### src/rtl/sjkr_pkg.sv
// Shared types and constants of the Shift-JIS / kuten font ROM address mapper.
`timescale 1ns / 1ps

package sjkr_pkg;

  // Field widths
  localparam int unsigned AddrW = 18;
  localparam int unsigned CodeW = 16;

  // Kuten cells per row; one Shift-JIS lead byte spans two rows
  localparam logic [7:0] CellsPerRow = 8'd94;

  // Font ROM region bases
  localparam logic [AddrW-1:0] BaseRow1  = 18'h00000;
  localparam logic [AddrW-1:0] BaseRow16 = 18'h0AA40;
  localparam logic [AddrW-1:0] BaseRow48 = 18'h21CE0;
  localparam logic [AddrW-1:0] BaseRow85 = 18'h3C4A0;
  localparam logic [AddrW-1:0] BaseRow88 = 18'h3D060;
  localparam logic [AddrW-1:0] BaseAscii = 18'h3E7E0;
  localparam logic [AddrW-1:0] BaseKana  = 18'h3E060;

  // Input function codes
  localparam logic FuncKuten = 1'b0;
  localparam logic FuncSjis  = 1'b1;

  // One result beat
  typedef struct packed {
    logic [AddrW-1:0] rom_address;
    logic [CodeW-1:0] conv_kuten;
    logic             half_width;
    logic             glyph_mapped;
  } sjkr_res_t;

endpackage

### src/rtl/sjkr_map.sv
// Combinational Shift-JIS to kuten conversion and kuten to font ROM address map.
`timescale 1ns / 1ps

module sjkr_map (
  input  logic                        func_i,
  input  logic [sjkr_pkg::CodeW-1:0]  char_code_i,
  output sjkr_pkg::sjkr_res_t         res_o
);

  logic [7:0] lead, trail;
  logic       lead_a, lead_b, trail_a, trail_b, sj_ok;
  logic [7:0] li_full, ti;
  logic [5:0] li;
  logic       ti_hi;
  logic [7:0] sj_row, sj_cell;
  logic [15:0] kuten;

  logic [7:0] row, col;
  logic       cell_ok;
  logic [5:0] row_off;
  logic [7:0] half_off;
  logic [sjkr_pkg::AddrW-1:0] base;
  logic       is_full, is_half;
  logic [11:0] full_idx;
  logic [sjkr_pkg::AddrW-1:0] full_addr, half_addr;

  assign lead  = char_code_i[15:8];
  assign trail = char_code_i[7:0];

  // Shift-JIS byte validity
  assign lead_a  = (lead >= 8'h81) && (lead <= 8'h9F);
  assign lead_b  = (lead >= 8'hE0) && (lead <= 8'hEF);
  assign trail_a = (trail >= 8'h40) && (trail <= 8'h7E);
  assign trail_b = (trail >= 8'h80) && (trail <= 8'hFC);
  assign sj_ok   = (lead_a || lead_b) && (trail_a || trail_b);

  // Lead index 0..46, trail index 0..187
  assign li_full = lead_a ? (lead - 8'h81) : (lead - 8'hC1);
  assign li      = li_full[5:0];
  assign ti      = trail_a ? (trail - 8'h40) : (trail - 8'h41);

  // seq = 188*li + ti: row = 2*li + (ti >= 94) + 1, cell = ti mod 94 + 1
  assign ti_hi   = (ti >= sjkr_pkg::CellsPerRow);
  assign sj_row  = {1'b0, li, 1'b0} + {7'd0, ti_hi} + 8'd1;
  assign sj_cell = ti - (ti_hi ? sjkr_pkg::CellsPerRow : 8'd0) + 8'd1;

  // Kuten code; invalid Shift-JIS becomes 0, which maps to nothing
  always_comb begin
    if (func_i == sjkr_pkg::FuncKuten) begin
      kuten = char_code_i;
    end else if (lead == 8'd0) begin
      kuten = {8'd0, trail};
    end else if (sj_ok) begin
      kuten = {sj_row, sj_cell};
    end else begin
      kuten = 16'd0;
    end
  end

  assign row     = kuten[15:8];
  assign col     = kuten[7:0];
  assign cell_ok = (col >= 8'd1) && (col <= sjkr_pkg::CellsPerRow);

  // Region decode, in priority order
  always_comb begin
    row_off  = 6'd0;
    half_off = 8'd0;
    base     = '0;
    is_full  = 1'b0;
    is_half  = 1'b0;
    if (row >= 8'd1 && row <= 8'd15 && cell_ok) begin
      is_full = 1'b1;
      row_off = 6'(row - 8'd1);
      base    = sjkr_pkg::BaseRow1;
    end else if (row >= 8'd16 && row <= 8'd47 && cell_ok) begin
      is_full = 1'b1;
      row_off = 6'(row - 8'd16);
      base    = sjkr_pkg::BaseRow16;
    end else if (row >= 8'd48 && row <= 8'd84 && cell_ok) begin
      is_full = 1'b1;
      row_off = 6'(row - 8'd48);
      base    = sjkr_pkg::BaseRow48;
    end else if (row == 8'd85 && cell_ok) begin
      is_full = 1'b1;
      row_off = 6'd0;
      base    = sjkr_pkg::BaseRow85;
    end else if (row >= 8'd88 && row <= 8'd89 && cell_ok) begin
      is_full = 1'b1;
      row_off = 6'(row - 8'd88);
      base    = sjkr_pkg::BaseRow88;
    end else if (row == 8'd0 && col >= 8'h20 && col <= 8'h7F) begin
      is_half  = 1'b1;
      half_off = col - 8'h20;
      base     = sjkr_pkg::BaseAscii;
    end else if (row == 8'd0 && col >= 8'hA1 && col <= 8'hDF) begin
      is_half  = 1'b1;
      half_off = col - 8'hA1;
      base     = sjkr_pkg::BaseKana;
    end
  end

  // Glyph index times glyph size plus region base
  assign full_idx  = {6'd0, row_off} * {4'd0, sjkr_pkg::CellsPerRow}
                   + {4'd0, col - 8'd1};
  assign full_addr = {1'b0, full_idx, 5'd0} + base;
  assign half_addr = {6'd0, half_off, 4'd0} + base;

  always_comb begin
    res_o.conv_kuten   = kuten;
    res_o.half_width   = is_half;
    res_o.glyph_mapped = is_full || is_half;
    if (is_full) begin
      res_o.rom_address = full_addr;
    end else if (is_half) begin
      res_o.rom_address = half_addr;
    end else begin
      res_o.rom_address = '0;
    end
  end

endmodule

### src/rtl/sjis_kuten_font_rom_address.sv
// Top level: streaming Shift-JIS / kuten to font ROM address mapper.
// Usage:
//   Input channel s_axis_*: one character code per beat. tdata carries the
//   16-bit code (high byte lead or row, low byte trail or cell); tuser says
//   whether it is kuten (0) or Shift-JIS (1).
//   Output channel m_axis_*: one result beat per input beat, in order.
//   tdata carries the font ROM byte address and the converted kuten code;
//   tuser carries the half-width and mapped flags.
// Path: an accepted beat lands in the input register; its result is then
//   held in the result register, from which it is offered on m_axis_*.
// Throughput: one beat per cycle unless m_axis_tready stalls; conversion and
//   region map sit in one short combinational stage between the two registers.
// Stall: while the result register waits on m_axis_tready the input register
//   still takes one more beat; only when both are full does s_axis_tready drop.
// Reset: rst_ni clears both valid flags; nothing else is held.
// Unmapped codes and invalid Shift-JIS bytes give address 0, mapped flag 0.
`timescale 1ns / 1ps

module sjis_kuten_font_rom_address (
  input  logic        clk_i,
  input  logic        rst_ni,
  input  logic        s_axis_tvalid,
  output logic        s_axis_tready,
  input  logic [15:0] s_axis_tdata,   // [15:0] char_code
  input  logic        s_axis_tuser,   // [0] func
  output logic        m_axis_tvalid,
  input  logic        m_axis_tready,
  output logic [39:0] m_axis_tdata,   // [17:0] rom_address, [33:18] conv_kuten, rest 0
  output logic [1:0]  m_axis_tuser    // [0] half_width, [1] glyph_mapped
);

  logic                in_vld_q;
  logic                in_func_q;
  logic [15:0]         in_code_q;
  logic                out_vld_q;
  sjkr_pkg::sjkr_res_t res_d, res_q;
  logic                out_adv, in_adv;

  // Stage advance
  assign out_adv       = !out_vld_q || m_axis_tready;
  assign in_adv        = !in_vld_q || out_adv;
  assign s_axis_tready = in_adv;

  // Input register
  always_ff @(posedge clk_i or negedge rst_ni) begin
    if (!rst_ni) begin
      in_vld_q <= 1'b0;
    end else if (in_adv) begin
      in_vld_q <= s_axis_tvalid;
    end
  end

  always_ff @(posedge clk_i) begin
    if (in_adv && s_axis_tvalid) begin
      in_func_q <= s_axis_tuser;
      in_code_q <= s_axis_tdata;
    end
  end

  // Conversion and region map
  sjkr_map u_map (
    .func_i      (in_func_q),
    .char_code_i (in_code_q),
    .res_o       (res_d)
  );

  // Result register
  always_ff @(posedge clk_i or negedge rst_ni) begin
    if (!rst_ni) begin
      out_vld_q <= 1'b0;
    end else if (out_adv) begin
      out_vld_q <= in_vld_q;
    end
  end

  always_ff @(posedge clk_i) begin
    if (out_adv && in_vld_q) begin
      res_q <= res_d;
    end
  end

  assign m_axis_tvalid = out_vld_q;
  assign m_axis_tdata  = {6'd0, res_q.conv_kuten, res_q.rom_address};
  assign m_axis_tuser  = {res_q.glyph_mapped, res_q.half_width};

  // Checks
  a_unmapped_zero: assert property (@(posedge clk_i) disable iff (!rst_ni)
    (out_vld_q && !res_q.glyph_mapped) |-> (res_q.rom_address == '0 && !res_q.half_width))
    else $error("unmapped result with nonzero address or half-width flag");

  a_half_mapped: assert property (@(posedge clk_i) disable iff (!rst_ni)
    (out_vld_q && res_q.half_width) |-> (res_q.glyph_mapped && res_q.rom_address[3:0] == 4'd0))
    else $error("half-width glyph not mapped or misaligned");

  a_full_align: assert property (@(posedge clk_i) disable iff (!rst_ni)
    (out_vld_q && res_q.glyph_mapped && !res_q.half_width) |-> (res_q.rom_address[4:0] == 5'd0))
    else $error("full-width glyph address not 32-byte aligned");

  a_ready_when_empty: assert property (@(posedge clk_i) disable iff (!rst_ni)
    (!in_vld_q || !out_vld_q) |-> s_axis_tready)
    else $error("input stalled with a free stage");

  a_in_to_out: assert property (@(posedge clk_i) disable iff (!rst_ni)
    (in_vld_q && out_adv) |=> out_vld_q)
    else $error("beat lost between input and result register");

endmodule
### config.mk
export PLATFORM = sky130hd
export DESIGN_NAME = sjis_kuten_font_rom_address
export DESIGN_NICKNAME = d
export VERILOG_FILES = /design/src/rtl/sjkr_pkg.sv /design/src/rtl/sjkr_map.sv /design/src/rtl/sjis_kuten_font_rom_address.sv
export SDC_FILE = /design/constraint.sdc
export NUM_CORES = 1
export LEC_CHECK = 0
export ABC_AREA = 1
export BUFFER_PORTS_ARGS = -buffer_cell sky130_fd_sc_hd__buf_4
export CAP_MARGIN = 25
export CORE_ASPECT_RATIO = 0.8
export CORE_UTILIZATION = 45
export DETAILED_ROUTE_END_ITERATION = 7
export PLACE_DENSITY = 0.65
export SYNTH_ARGS = -nofsm -noshare
export SYNTH_HDL_FRONTEND = slang
export SYNTH_SLANG_ARGS = --single-unit
### constraint.sdc
create_clock -name clk_i -period 10.03 [get_ports clk_i]
set_input_delay 0.5015 -clock clk_i [delete_from_list [all_inputs] [get_ports clk_i]]
set_output_delay 0.5015 -clock clk_i [all_outputs]
set_load 0.02 [all_outputs]
==> impl_metrics.toml <==
[critical_path]
cp_slowest_cell = "fa_1"
rrSetupSlack_ns = 0.49
crit_top_cell = "inv_1"
path_class = "flip-flop to flip-flop"
cp.required_ns = 10.08
slowest_delay_ns = 0.57
cp-end-kind = "flip-flop"
cp.arrival_ns = 9.59
start_kind = "flip-flop"
reg2reg_to = "m_axis_tdata[16]"
cp_max_fo = 10
r2r_start = "in_code_q[6]"
worst_r2r_path_depth = 53

[detailed_routing]
ant_nets = 0
vias = 5133
drtIter0Drc = 351
wl_mm = 14.8
wl_per_cell_um = 14.7
dr.pass1.iters = 5
via_per_inst = 5.08
drc = 0

[synthesis]
ys_types = 51
synth_area_leaders = "edfxtp_1, ha_1, nand2_1, inv_1, xor2_1"
yosysTopAreaCellShare = 0.237
synth_seq_area_share = 0.245
yosys_warnings = 0
yosysMostFrequentCell = "nand2_1"
synth-main-ff-cell = "edfxtp_1"
synthTopCellsByCount = "nand2_1, inv_1, ha_1, edfxtp_1, a21oi_1"
syn_inst = 763
synth_area_leader_cell = "edfxtp_1"
ys_ff_latch = 51
synth_area_per_cell_um2 = 8.13
synth_edf_count = 49
synth-async-reset-ratio = 0.0392
syn-cell-area_um2 = 6200

[final_layout]
ff_latch_area_um2 = 1520
synthToLayoutAreaGrowth_pct = 16.1
multi_input_area_um2 = 4220
nets = 955
n_antenna_cell = 0
finish.instance_area_um2 = 7200
fillers = 1236
drive_above_1_share = 0.226

[clocking]
numCtsBuffers = 5
cts_num_sinks = 51
clk_latency_ns = 0.31
cts_max_path_buffers = 2
cts.clk_slew.worst_paths_ns = 0.07
cts_root_buf = "clkbuf_16"
tritoncts = "done"
htreeDepth = 2

[worst_hold_path]
min_from = "s_axis_tdata[15]"
hold_path_depth = 1
hp-class = "primary input to flip-flop"
holdPathEnd = "in_code_q[15]"

[global_route]
grt_pass1_wl_mm = 24.2
first_global_vias = 4978
grtUsageTotal = 0.215
antenna_found_initial = 0
overflow = 0
grt_start_max_net_pins = 25

[timing]
setup_viol = 0
finalCritPeriodShare = 0.951
hold_violations = 0
final_max_slew_viol_count = 0
max_freq_mhz = 105
slew_headroom = 0.515
tightest_slew_ns = 0.723
fin_crit_ns = 9.54
fin_ws_ns = 0.491
skew_ns = 0.0109

[place]
dp_slack_ns = -0.0593
dpl.hpwl_mm = 11.9
portBuffers = 54
globalplace.congestion = 0.925
place_area_um2 = 6810

[die]
core_um2 = 13100
die-area_um2 = 14300
die_h_um = 107
fp.dieW_um = 133
ios = 65
row_count = 37
start_util = 0.472

[power]
power_frac_clock = 0.082
leakagePower_nw = 3.58
p_seq_frac = 0.146
p_switching_mw = 1.11
pwr-share-comb = 0.771
power.internal_mw = 1.14
irDropWorstVdd_uv = 217
p_per_area_nw_per_um2 = 313
sw_frac_of_total = 0.493

[outcome]
outcome = "completed"

[run]
cap_violations = 0
metal layers:
layer  share of wire  vias up  wire length (µm)  global-route usage
met3           0.047       18               696              0.0374
met4           0.016        0               231              0.0544
met2            0.43      132              6370               0.333
li1                -     2603                 -                   -
met1            0.51     2380              7520               0.309
met5               0        -                 0                   0
worst max path at each step:
stage / from / endpoint / slack (ns)
2_1_floorplan: in_code_q[6] / m_axis_tdata[16] / 0.82
3_5_place_dp: in_code_q[6] / m_axis_tdata[16] / -0.06
5_1_grt: in_code_q[6] / m_axis_tdata[17] / -0.09
3_3_place_gp: in_code_q[6] / m_axis_tdata[16] / 0.29
6_report: in_code_q[6] / m_axis_tdata[16] / 0.49
4_1_cts: in_code_q[6] / m_axis_tdata[16] / 0.08
kinds of logic (layout without fill, tap and decap cells):
logic type,after synthesis,in the layout,synth area share
adder cells (fa/ha/maj),100,100,0.220
AND/OR/NAND/NOR,292,293,0.235
AO/OA/AOI/OAI,108,108,0.114
buffers and inverters,155,217,0.106
flip-flops,51,51,0.245
XOR/XNOR,56,56,0.0791
other,1,10,0.000605
stage by stage:
| stage | hold slack, ns | utilization | setup TNS, ns | std cells | total power [mW] |
|---|---|---|---|---|---|
| finish | 0.364 | 0.547 | 0 | 1010 | 2.25 |
| global route | 0.352 | 0.547 | -0.162 | 1010 | 2.48 |
| CTS | 0.357 | 0.531 | 0 | 1001 | 2.18 |
| detailed placement | 0.286 | 0.518 | -0.0794 | 992 | 1.99 |
| global placement | 0.284 | 0.515 | 0 | 990 | 1.95 |
| floorplan | 0.206 | - | 0 | 772 | 1.65 |
critical path, delay by kind of cell, from the launching register on:
kind | cells | cell delay, ns
simple gates | 20 | 2.49
compound gates | 10 | 1.42
fa+ha+maj | 10 | 3.62
xor+xnor | 3 | 0.53
flops | 1 | 0.44
buf+inv | 10 | 0.80
repair_timing:
action / 4_1_cts / 5_1_grt
buffers inserted: 0 / 8
pin swaps: 0 / 8
gates cloned: 0 / 1
endpoints found under the hold margin: 2 / 0
endpoints found under the setup margin: 2 / 6
resized for setup: 2 / 33
hold buffers: 1 / 0
power by group through the flow:
stage	Clock, mW	Combinational, mW	Sequential, mW
2_1_floorplan	0	1.27	0.376
3_3_place_gp	0	1.61	0.334
3_5_place_dp	0	1.65	0.334
4_1_cts	0.191	1.66	0.330
5_1_grt	0.198	1.95	0.334
6_report	0.185	1.74	0.329
sequential cells by signal, indices dropped and copies added (netlist names):
register and cells:
in_code_q 16, in_func_q 1, in_vld_q 1, m_axis_tdata 30, m_axis_tuser 2, m_axis_tvalid 1
cells in the final DEF (no fill, tap or decap), types with 7 or more instances in the layout:
| cell | n |
|---|---|
| nor2_1 | 40 |
| a21oi_1 | 36 |
| inv_2 | 15 |
| inv_1 | 121 |
| nand3_2 | 7 |
| fa_1 | 14 |
| nor2_2 | 13 |
| nand2_4 | 8 |
| edfxtp_1 | 49 |
| buf_4 | 69 |
| ha_1 | 83 |
| conb_1 | 10 |
| xnor2_1 | 17 |
| xor2_1 | 38 |
| nand3_1 | 36 |
| o21ai_0 | 11 |
| nand2_1 | 138 |
| o21ai_2 | 11 |
| o21ai_1 | 12 |
| a21oi_2 | 10 |
| nand2_2 | 16 |
layout make-up:
cell class | instances | area share
Multi-Input combinational cell | 567 | 0.587
Inverter | 138 | 0.0727
Clock buffer | 8 | 0.0217
Sequential cell | 51 | 0.211
Tap cell | 175 | 0.0304
Timing Repair Buffer | 71 | 0.0772
No activity file was read; power rests on OpenSTA's default activity.
